### src/rtl/swsfr_pkg.sv
// Shared types and constants of the sliding-window sender.
// No dependencies; imported by swsfr_ctrl, swsfr_pipe, the top level and the bench.
package swsfr_pkg;

    localparam int WIN_W = 3;
    localparam int DUP_W = 4;

    localparam logic [WIN_W-1:0] WINDOW_LEN_RST = 3'd4;
    localparam logic [DUP_W-1:0] DUP_THR_RST    = 4'd3;

    // Event codes.
    localparam logic [1:0] OP_SEND  = 2'd0;
    localparam logic [1:0] OP_ACK   = 2'd1;
    localparam logic [1:0] OP_TIMER = 2'd2;

    // Timer commands.
    localparam logic [1:0] TMR_NONE    = 2'd0;
    localparam logic [1:0] TMR_STOP    = 2'd1;
    localparam logic [1:0] TMR_START   = 2'd2;
    localparam logic [1:0] TMR_RESTART = 2'd3;

    // ACK classification.
    localparam logic [1:0] ACK_NONE   = 2'd0;
    localparam logic [1:0] ACK_NEW    = 2'd1;
    localparam logic [1:0] ACK_DUP    = 2'd2;
    localparam logic [1:0] ACK_CK_ERR = 2'd3;

    // Register indexes on the configuration port.
    localparam logic REG_WINDOW_LEN = 1'b0;
    localparam logic REG_DUP_THR    = 1'b1;

    typedef struct packed {
        logic       send_accepted;
        logic       tx_valid;
        logic       tx_is_retransmit;
        logic       rd_sel;
        logic [1:0] timer_cmd;
        logic [1:0] ack_status;
        logic       window_full;
    } t_res;

endpackage

### src/rtl/swsfr_pbuf.sv
// Packet buffer: one synchronous memory slot per sequence number.
// Registered read data; depends on nothing but its parameters.
module swsfr_pbuf #(
    parameter int SEQ_SPACE    = 8,
    parameter int PAYLOAD_BITS = 32,
    parameter int SEQ_W        = 3
) (
    input  logic                    i_clk,
    input  logic                    i_wr_en,
    input  logic [SEQ_W-1:0]        i_wr_addr,
    input  logic [PAYLOAD_BITS-1:0] i_wr_data,
    input  logic                    i_rd_en,
    input  logic [SEQ_W-1:0]        i_rd_addr,
    output logic [PAYLOAD_BITS-1:0] o_rd_data
);

    logic [PAYLOAD_BITS-1:0] r_mem [SEQ_SPACE];
    logic [PAYLOAD_BITS-1:0] r_rd_data;

    always_ff @(posedge i_clk) begin
        if (i_wr_en) begin
            r_mem[i_wr_addr] <= i_wr_data;
        end
    end

    always_ff @(posedge i_clk) begin
        if (i_rd_en) begin
            r_rd_data <= r_mem[i_rd_addr];
        end
    end

    assign o_rd_data = r_rd_data;

endmodule

### src/rtl/swsfr_ctrl.sv
// Window control: base/next pointers, duplicate counter, timer owner.
// Decides each event in its accept cycle; uses swsfr_pkg.
module swsfr_ctrl
    import swsfr_pkg::*;
#(
    parameter int SEQ_SPACE    = 8,
    parameter int PAYLOAD_BITS = 32,
    parameter int SEQ_W        = 3
) (
    input  logic                    i_clk,
    input  logic                    i_rst_n,
    input  logic                    i_accept,
    input  logic [1:0]              i_operation,
    input  logic [PAYLOAD_BITS-1:0] i_payload,
    input  logic [SEQ_W-1:0]        i_ack_number,
    input  logic                    i_ack_checksum_ok,
    input  logic [SEQ_W-1:0]        i_expired_seq,
    input  logic [WIN_W-1:0]        i_window_len,
    input  logic [DUP_W-1:0]        i_dup_thr,
    output t_res                    o_res,
    output logic [SEQ_W-1:0]        o_tx_seq,
    output logic [SEQ_W-1:0]        o_timer_seq,
    output logic [PAYLOAD_BITS-1:0] o_tx_payload,
    output logic                    o_wr_en,
    output logic [SEQ_W-1:0]        o_wr_addr,
    output logic [SEQ_W-1:0]        o_rd_addr
);

    localparam int EXT_W = SEQ_W + 1;
    localparam int CNT_W = (SEQ_W > WIN_W) ? SEQ_W : WIN_W;
    localparam logic [EXT_W-1:0] SPACE    = EXT_W'(SEQ_SPACE);
    localparam logic [SEQ_W-1:0] SEQ_LAST = SEQ_W'(SEQ_SPACE - 1);
    localparam logic [CNT_W-1:0] WIN_CAP  = CNT_W'(SEQ_SPACE - 1);

    logic [SEQ_W-1:0] r_base;
    logic [SEQ_W-1:0] r_next;
    logic [DUP_W-1:0] r_dup;
    logic [SEQ_W-1:0] r_owner;
    logic [SEQ_W-1:0] n_base;
    logic [SEQ_W-1:0] n_next;
    logic [DUP_W-1:0] n_dup;
    logic [SEQ_W-1:0] n_owner;

    function automatic logic [SEQ_W-1:0] seq_dist(input logic [SEQ_W-1:0] a,
                                                  input logic [SEQ_W-1:0] b);
        logic [EXT_W-1:0] t;
        t = {1'b0, a} - {1'b0, b};
        if (a < b) begin
            t = t + SPACE;
        end
        return t[SEQ_W-1:0];
    endfunction

    logic [CNT_W-1:0] eff_win;
    logic [SEQ_W-1:0] outs;
    logic [SEQ_W-1:0] outs_after;
    logic [SEQ_W-1:0] ack_dist;
    logic             in_space;
    logic [DUP_W:0]   dup_inc;
    logic [DUP_W-1:0] thr;
    t_res             res;

    always_comb begin
        eff_win = (CNT_W'(i_window_len) > WIN_CAP) ? WIN_CAP : CNT_W'(i_window_len);
        outs     = seq_dist(r_next, r_base);
        in_space = {1'b0, i_ack_number} < SPACE;
        ack_dist = seq_dist(i_ack_number, r_base);
        dup_inc  = {1'b0, r_dup} + {{DUP_W{1'b0}}, 1'b1};
        thr      = (i_dup_thr == '0) ? {{(DUP_W-1){1'b0}}, 1'b1} : i_dup_thr;

        n_base  = r_base;
        n_next  = r_next;
        n_dup   = r_dup;
        n_owner = r_owner;

        res          = '0;
        o_tx_seq     = '0;
        o_timer_seq  = '0;
        o_tx_payload = '0;
        o_wr_en      = 1'b0;
        o_rd_addr    = r_base;

        case (i_operation)
            OP_SEND: begin
                if (CNT_W'(outs) < eff_win) begin
                    res.send_accepted = 1'b1;
                    res.tx_valid      = 1'b1;
                    o_tx_seq          = r_next;
                    o_tx_payload      = i_payload;
                    o_wr_en           = i_accept;
                    if (r_base == r_next) begin
                        n_owner       = r_base;
                        res.timer_cmd = TMR_START;
                        o_timer_seq   = r_base;
                    end
                    n_next = (r_next == SEQ_LAST) ? '0 : r_next + 1'b1;
                end
            end
            OP_ACK: begin
                o_rd_addr = i_ack_number;
                if (!i_ack_checksum_ok) begin
                    res.ack_status = ACK_CK_ERR;
                end else if (in_space && ack_dist != '0 && ack_dist <= outs) begin
                    res.ack_status = ACK_NEW;
                    n_base         = i_ack_number;
                    n_dup          = '0;
                    if (i_ack_number == r_next) begin
                        res.timer_cmd = TMR_STOP;
                        o_timer_seq   = r_owner;
                    end else begin
                        n_owner       = i_ack_number;
                        res.timer_cmd = TMR_RESTART;
                        o_timer_seq   = i_ack_number;
                    end
                end else begin
                    res.ack_status = ACK_DUP;
                    n_dup          = dup_inc[DUP_W-1:0];
                    if (dup_inc >= {1'b0, thr}) begin
                        n_dup = '0;
                        if (in_space && ack_dist < outs) begin
                            res.tx_valid         = 1'b1;
                            res.tx_is_retransmit = 1'b1;
                            res.rd_sel           = 1'b1;
                            o_tx_seq             = i_ack_number;
                        end
                    end
                end
            end
            OP_TIMER: begin
                n_dup       = '0;
                o_timer_seq = i_expired_seq;
                if (r_base != r_next) begin
                    res.timer_cmd        = TMR_RESTART;
                    res.tx_valid         = 1'b1;
                    res.tx_is_retransmit = 1'b1;
                    res.rd_sel           = 1'b1;
                    o_tx_seq             = r_base;
                end else begin
                    res.timer_cmd = TMR_STOP;
                end
            end
            default: begin
            end
        endcase

        outs_after      = seq_dist(n_next, n_base);
        res.window_full = CNT_W'(outs_after) >= eff_win;
        o_res           = res;
    end

    assign o_wr_addr = r_next;

    always_ff @(posedge i_clk) begin
        if (!i_rst_n) begin
            r_base  <= '0;
            r_next  <= '0;
            r_dup   <= '0;
            r_owner <= '0;
        end else if (i_accept) begin
            r_base  <= n_base;
            r_next  <= n_next;
            r_dup   <= n_dup;
            r_owner <= n_owner;
        end
    end

endmodule

### src/rtl/swsfr_pipe.sv
// Result staging: a hold stage that meets the buffer read data, then the
// output register. Uses swsfr_pkg.
module swsfr_pipe
    import swsfr_pkg::*;
#(
    parameter int PAYLOAD_BITS = 32,
    parameter int SEQ_W        = 3
) (
    input  logic                    i_clk,
    input  logic                    i_rst_n,
    input  logic                    i_accept,
    input  t_res                    i_res,
    input  logic [SEQ_W-1:0]        i_tx_seq,
    input  logic [SEQ_W-1:0]        i_timer_seq,
    input  logic [PAYLOAD_BITS-1:0] i_tx_payload,
    input  logic [PAYLOAD_BITS-1:0] i_rd_data,
    input  logic                    i_out_stall,
    output logic                    o_in_ready,
    output logic                    o_valid,
    output t_res                    o_res,
    output logic [SEQ_W-1:0]        o_tx_seq,
    output logic [SEQ_W-1:0]        o_timer_seq,
    output logic [PAYLOAD_BITS-1:0] o_tx_payload
);

    logic                    r_a_valid;
    t_res                    r_a_res;
    logic [SEQ_W-1:0]        r_a_tx_seq;
    logic [SEQ_W-1:0]        r_a_timer_seq;
    logic [PAYLOAD_BITS-1:0] r_a_payload;

    logic                    r_b_valid;
    t_res                    r_b_res;
    logic [SEQ_W-1:0]        r_b_tx_seq;
    logic [SEQ_W-1:0]        r_b_timer_seq;
    logic [PAYLOAD_BITS-1:0] r_b_payload;

    logic b_ready;
    logic a_adv;

    assign b_ready    = !r_b_valid || !i_out_stall;
    assign a_adv      = r_a_valid && b_ready;
    assign o_in_ready = !r_a_valid || b_ready;

    always_ff @(posedge i_clk) begin
        if (!i_rst_n) begin
            r_a_valid <= 1'b0;
            r_b_valid <= 1'b0;
        end else begin
            if (i_accept) begin
                r_a_valid <= 1'b1;
            end else if (a_adv) begin
                r_a_valid <= 1'b0;
            end
            if (a_adv) begin
                r_b_valid <= 1'b1;
            end else if (!i_out_stall) begin
                r_b_valid <= 1'b0;
            end
        end
    end

    always_ff @(posedge i_clk) begin
        if (i_accept) begin
            r_a_res       <= i_res;
            r_a_tx_seq    <= i_tx_seq;
            r_a_timer_seq <= i_timer_seq;
            r_a_payload   <= i_tx_payload;
        end
        // The buffer read data is held with stage A, so it is picked here.
        if (a_adv) begin
            r_b_res       <= r_a_res;
            r_b_tx_seq    <= r_a_tx_seq;
            r_b_timer_seq <= r_a_timer_seq;
            r_b_payload   <= r_a_res.rd_sel ? i_rd_data : r_a_payload;
        end
    end

    assign o_valid      = r_b_valid;
    assign o_res        = r_b_res;
    assign o_tx_seq     = r_b_tx_seq;
    assign o_timer_seq  = r_b_timer_seq;
    assign o_tx_payload = r_b_payload;

endmodule

### src/rtl/sliding_window_sender_fast_retransmit_core.sv
// Top level of the sliding-window sender with fast retransmit.
// Holds the configuration registers; uses swsfr_pkg, swsfr_pbuf, swsfr_ctrl, swsfr_pipe.
//
//  Channel   Direction  Handshake             Contents
//  event     in         i_valid / o_stall     operation, payload, ack, checksum, expiry
//  result    out        o_valid / i_stall     tx packet, timer command, ACK status
//  config    in         APB (psel..pready)    window_len @0x0, dup_threshold @0x4
//
// One event is accepted per cycle while o_stall is low; its result passes through the hold
// stage, where it meets the registered read of the packet buffer, and then the output register.
// Reset (i_rst_n low, synchronous) clears the pointers, counter and pipeline valids;
// the packet buffer is not cleared. A stalled result holds while one more event
// is taken into the hold stage; o_stall rises only when both stages are full.
module sliding_window_sender_fast_retransmit_core
    import swsfr_pkg::*;
#(
    parameter int SEQ_SPACE    = 8,
    parameter int PAYLOAD_BITS = 32,
    parameter int SEQ_W        = (SEQ_SPACE > 2) ? $clog2(SEQ_SPACE) : 1
) (
    input  logic                    i_clk,
    input  logic                    i_rst_n,

    input  logic                    i_valid,
    output logic                    o_stall,
    input  logic [1:0]              i_operation,
    input  logic [PAYLOAD_BITS-1:0] i_payload,
    input  logic [SEQ_W-1:0]        i_ack_number,
    input  logic                    i_ack_checksum_ok,
    input  logic [SEQ_W-1:0]        i_expired_seq,

    output logic                    o_valid,
    input  logic                    i_stall,
    output logic                    o_send_accepted,
    output logic                    o_tx_valid,
    output logic [SEQ_W-1:0]        o_tx_seq,
    output logic [PAYLOAD_BITS-1:0] o_tx_payload,
    output logic                    o_tx_is_retransmit,
    output logic [1:0]              o_timer_cmd,
    output logic [SEQ_W-1:0]        o_timer_seq,
    output logic [1:0]              o_ack_status,
    output logic                    o_window_full,

    input  logic                    psel,
    input  logic                    penable,
    input  logic                    pwrite,
    input  logic [2:0]              paddr,
    input  logic [31:0]             pwdata,
    output logic [31:0]             prdata,
    output logic                    pready
);

    logic [WIN_W-1:0] r_window_len;
    logic [DUP_W-1:0] r_dup_thr;
    logic             cfg_wr;
    logic             reg_idx;

    assign pready  = 1'b1;
    assign cfg_wr  = psel && penable && pwrite;
    assign reg_idx = paddr[2];

    always_ff @(posedge i_clk) begin
        if (!i_rst_n) begin
            r_window_len <= WINDOW_LEN_RST;
            r_dup_thr    <= DUP_THR_RST;
        end else if (cfg_wr) begin
            unique case (reg_idx)
                REG_WINDOW_LEN: r_window_len <= pwdata[WIN_W-1:0];
                REG_DUP_THR:    r_dup_thr    <= pwdata[DUP_W-1:0];
                default: begin
                end
            endcase
        end
    end

    always_comb begin
        unique case (reg_idx)
            REG_WINDOW_LEN: prdata = {{(32-WIN_W){1'b0}}, r_window_len};
            REG_DUP_THR:    prdata = {{(32-DUP_W){1'b0}}, r_dup_thr};
            default:        prdata = '0;
        endcase
    end

    logic                    in_ready;
    logic                    accept;
    t_res                    c_res;
    logic [SEQ_W-1:0]        c_tx_seq;
    logic [SEQ_W-1:0]        c_timer_seq;
    logic [PAYLOAD_BITS-1:0] c_tx_payload;
    logic                    wr_en;
    logic [SEQ_W-1:0]        wr_addr;
    logic [SEQ_W-1:0]        rd_addr;
    logic [PAYLOAD_BITS-1:0] rd_data;
    t_res                    out_res;

    assign accept  = i_valid && in_ready;
    assign o_stall = !in_ready;

    swsfr_ctrl #(
        .SEQ_SPACE    (SEQ_SPACE),
        .PAYLOAD_BITS (PAYLOAD_BITS),
        .SEQ_W        (SEQ_W)
    ) u_ctrl (
        .i_clk             (i_clk),
        .i_rst_n           (i_rst_n),
        .i_accept          (accept),
        .i_operation       (i_operation),
        .i_payload         (i_payload),
        .i_ack_number      (i_ack_number),
        .i_ack_checksum_ok (i_ack_checksum_ok),
        .i_expired_seq     (i_expired_seq),
        .i_window_len      (r_window_len),
        .i_dup_thr         (r_dup_thr),
        .o_res             (c_res),
        .o_tx_seq          (c_tx_seq),
        .o_timer_seq       (c_timer_seq),
        .o_tx_payload      (c_tx_payload),
        .o_wr_en           (wr_en),
        .o_wr_addr         (wr_addr),
        .o_rd_addr         (rd_addr)
    );

    swsfr_pbuf #(
        .SEQ_SPACE    (SEQ_SPACE),
        .PAYLOAD_BITS (PAYLOAD_BITS),
        .SEQ_W        (SEQ_W)
    ) u_pbuf (
        .i_clk     (i_clk),
        .i_wr_en   (wr_en),
        .i_wr_addr (wr_addr),
        .i_wr_data (i_payload),
        .i_rd_en   (accept),
        .i_rd_addr (rd_addr),
        .o_rd_data (rd_data)
    );

    swsfr_pipe #(
        .PAYLOAD_BITS (PAYLOAD_BITS),
        .SEQ_W        (SEQ_W)
    ) u_pipe (
        .i_clk        (i_clk),
        .i_rst_n      (i_rst_n),
        .i_accept     (accept),
        .i_res        (c_res),
        .i_tx_seq     (c_tx_seq),
        .i_timer_seq  (c_timer_seq),
        .i_tx_payload (c_tx_payload),
        .i_rd_data    (rd_data),
        .i_out_stall  (i_stall),
        .o_in_ready   (in_ready),
        .o_valid      (o_valid),
        .o_res        (out_res),
        .o_tx_seq     (o_tx_seq),
        .o_timer_seq  (o_timer_seq),
        .o_tx_payload (o_tx_payload)
    );

    assign o_send_accepted    = out_res.send_accepted;
    assign o_tx_valid         = out_res.tx_valid;
    assign o_tx_is_retransmit = out_res.tx_is_retransmit;
    assign o_timer_cmd        = out_res.timer_cmd;
    assign o_ack_status       = out_res.ack_status;
    assign o_window_full      = out_res.window_full;

endmodule

### config.mk
export PLATFORM = sky130hd
export DESIGN_NAME = sliding_window_sender_fast_retransmit_core
export DESIGN_NICKNAME = d
export VERILOG_FILES = /design/src/rtl/swsfr_pkg.sv /design/src/rtl/swsfr_pbuf.sv /design/src/rtl/swsfr_ctrl.sv /design/src/rtl/swsfr_pipe.sv /design/src/rtl/sliding_window_sender_fast_retransmit_core.sv
export SDC_FILE = /design/constraint.sdc
export NUM_CORES = 1
export LEC_CHECK = 0
export BUFFER_PORTS_ARGS = -buffer_cell sky130_fd_sc_hd__buf_4
export CAP_MARGIN = 10
export CORE_ASPECT_RATIO = 0.5
export CORE_MARGIN = 2
export CORE_UTILIZATION = 53
export DETAILED_ROUTE_END_ITERATION = 16
export GPL_ROUTABILITY_DRIVEN = 0
export PLACE_DENSITY_LB_ADDON = 0.08
export SLEW_MARGIN = 5
export SYNTH_ARGS = -nofsm -noshare
export SYNTH_HDL_FRONTEND = slang
export SYNTH_SLANG_ARGS = --single-unit
### constraint.sdc
create_clock -name i_clk -period 6.7 [get_ports i_clk]
set_input_delay 1.005 -clock i_clk [delete_from_list [all_inputs] [get_ports i_clk]]
set_output_delay 1.005 -clock i_clk [all_outputs]
set_load 0.05 [all_outputs]
==> impl_metrics.yaml <==
critical_path:
  crit_type: "reg -> reg"
  crit_path_max_incr_delay_ns: 0.79
  end_kind: "flip-flop"
  worst-path-stages: 11
  worstPathMaxFanout: 26
  cp.arrival_ns: 5.20
  timing.rr.end: "u_pbuf.r_mem[6][8]"
  crit_chain: "clkinv_1 -> fa_1 -> xor2_1 -> inv_1 -> ha_1 -> nand2_1 -> o2111ai_1 -> inv_1 -> nand2_1 -> nor3_2 -> buf_4"
  slowest_stage: "inv_1"
  timing.critical_path.buf_inv: 4
  required_ns: 6.88
  reg2reg_from: "u_ctrl.r_base[1]"
  rr_worst_depth: 11
  start_kind: "flip-flop"
  crit_family: "buffers and inverters"
  r2r_slack_ns: 1.67
yosys:
  synth_compound_gate_area_share_pct: 12.9
  ys.flop_type: "edfxtp_1"
  synth_top_family_by_area: "compound AO/OA/AOI/OAI gates"
  synth_edf_count: 380
  synth_cells: 1147
  async_reset_ff_share_pct: 0
  yosysWarnings: 0
  yosys.area_share.simple_pct: 4.14
  synthAdderAreaFrac_pct: 2.03
  synth.yosys.seq_area_share_pct: 69.1
  yosys_register_bits: 402
  synthXorXnorAreaFrac_pct: 0.547
  netlist_area_um2: 17100
  synth.avg_cell_area_um2: 15.0
  synthMuxAreaShare_pct: 7.46
  yosysUniqueCellTypes: 56
sta:
  fmax_mhz: 199
  tightest_slew_ns: 1.15
  finalCritPeriodShare_pct: 75.0
  hold_ws_ns: 0.420
  finalClockSkew_ns: 0.0206
  setup_viol: 0
  worst_slack_ns: 1.67
  fin_tns_setup_ns: 0
  rsz0062_at_grt: "no"
  slew_violations: 0
  slew_headroom_pct: 23.2
  timing.final.hold_violations: 0
  final.min_clock_period_ns: 5.03
placement:
  port_buffers: 104
  placed_cell_area_um2: 18300
  dp.final_hpwl_mm: 20.7
  dp_slack_ns: 1.40
finish:
  n_antenna_cell: 0
  mostFrequentLayoutCells: "edfxtp_1, o21ai_0, buf_4, o211ai_1, nor2_1"
  postLayoutCellArea_um2: 19400
  layout_commonest_cell: "edfxtp_1"
  nNetsFinal: 1341
  filler_cell_count: 2387
  drive_gt1_share_pct: 21.8
  syn_to_final_growth_pct: 13.3
detailed_routing:
  drt_iter0_markers: 904
  drtAntennaViolNets: 0
  routed_wirelength_mm: 37.1
  drt_first_pass_iters: 5
  wl_per_cell_um: 21.9
  vias: 10128
  drc: 0
  viasPerCell: 5.99
global_routing:
  grt_pass1_vias: 10066
  grt.total_usage_pct: 21.8
  antenna_found_initial: 0
  grt_pass1_wl_mm: 56.7
  grt_max_degree: 99
  grt_overflow: 0
die:
  die_w_um: 258
  start_util_pct: 54.0
  core_area_um2: 31800
  die_height_um: 131
  die_area_um2: 33900
  ios: 164
  rows: 46
clocking:
  cts_tree: "done"
  numCtsBuffers: 36
  cts_hold_buffers: 0
  path_clk_slew_ns: 0.06
  clk_latency_ns: 0.54
  cts_buffer_depth: 3
  cts_sinks: 402
  cts_max_level: 2
  post_cts_buffers: 0
  cts_resized: 0
  clock-root-buffer: "clkbuf_16"
power:
  swShare_pct: 23.0
  seq_power_share_pct: 53.6
  internal-power_mw: 4.08
  vdd_drop_max_mv: 0.166
  power_frac_clock_pct: 38.2
  p_per_area_nw_per_um2: 273
  power_switching_mw: 1.22
  combPwrFrac_pct: 8.2
  leakagePower_nw: 6.68
worst_hold_path:
  min_from: "u_pipe.r_a_tx_seq[1]"
  worstHoldPathType: "reg -> reg"
  min_path_cells: 0
  min_to: "u_pipe.o_tx_seq[1]"
run:
  max_cap_violations: 0
run_status:
  status: "finished clean"
## registers in the layout, indices dropped and copies added (netlist names), 4 cells and up
register / flops
u_pbuf.o_rd_data: 32
u_pbuf.r_mem: 256
u_pipe.r_a_res: 8
u_pipe.r_a_payload: 32
r_dup_thr: 4
u_pipe.o_res: 8
u_ctrl.r_dup: 4
u_pipe.o_tx_payload: 32
## how the worst max path moves through the flow
stage,start,to
global route,u_ctrl.r_base[1],u_pbuf.r_mem[2][29]
finish,u_ctrl.r_base[1],u_pbuf.r_mem[6][8]
CTS,u_ctrl.r_base[1],u_pbuf.r_mem[2][29]
global placement,i_ack_number[1],u_pipe.r_a_res[0]
floorplan,i_stall,u_pbuf.r_mem[2][0]
detailed placement,i_ack_number[1],u_pipe.r_a_res[0]
## Yosys cell counts, types with 13 or more instances
cell	number	area [um^2]
a21oi_1	14	70.1
clkbuf_1	57	214
mux2_2	38	428
inv_1	24	90.1
ha_1	23	288
mux2i_1	13	130
dfxtp_1	22	440
a31oi_1	35	219
o21bai_1	32	240
and2_1	34	213
mux4_2	32	721
o21ai_0	133	666
edfxtp_1	380	11400
nand2_1	31	116
a22oi_1	34	255
buf_4	30	225
o211ai_1	64	480
nor2_1	55	206
## layer usage
| layer | global-route usage [%] | routed length, um | vias to the layer above |
|---|---|---|---|
| li1 | - | - | 4607 |
| met1 | 31.7 | 16700 | 5165 |
| met2 | 35.1 | 17500 | 314 |
| met3 | 3.45 | 2340 | 42 |
| met4 | 4.78 | 520 | 0 |
| met5 | 0 | 0 | - |
## cell type report
| type | count | area (um^2) | area share (%) |
|---|---|---|---|
| clock buffers | 42 | 966 | 4.97 |
| clock inverters | 23 | 176 | 0.908 |
| inverters | 25 | 96.3 | 0.496 |
| multi-input cells | 641 | 4840 | 24.9 |
| flip-flops and latches | 402 | 11900 | 61.0 |
| well taps | 432 | 541 | 2.78 |
| repair buffers | 126 | 958 | 4.93 |
## stage by stage
| step | util [%] | power [mW] | std cells |
|---|---|---|---|
| final | 61.2 | 5.30 | 1691 |
| after floorplan | - | 3.20 | 1174 |
| after global placement | 57.6 | 3.32 | 1626 |
| after global routing | 61.2 | 5.49 | 1691 |
| after detailed placement | 57.6 | 3.33 | 1626 |
| after CTS | 61.2 | 5.34 | 1691 |
## power by group through the flow
| stage | Combinational, mW | Clock [mW] | Sequential (mW) |
|---|---|---|---|
| global route | 0.472 | 2.17 | 2.84 |
| detailed placement | 0.437 | 0 | 2.89 |
| floorplan | 0.258 | 0 | 2.94 |
| finish | 0.435 | 2.02 | 2.84 |
| global placement | 0.427 | 0 | 2.89 |
| CTS | 0.438 | 2.07 | 2.84 |
## cells by family (layout without fill, tap and decap cells)
kind of cell	after synthesis	after routing
DFF	402	402
adders and majority gates	26	26
and+or+nand+nor	147	147
buffers and inverters	131	216
other	2	29
muxes	83	83
AOI/OAI and AO/OA	347	347
xor gates and xnor gates	9	9
(Power assumes the default switching activity.)
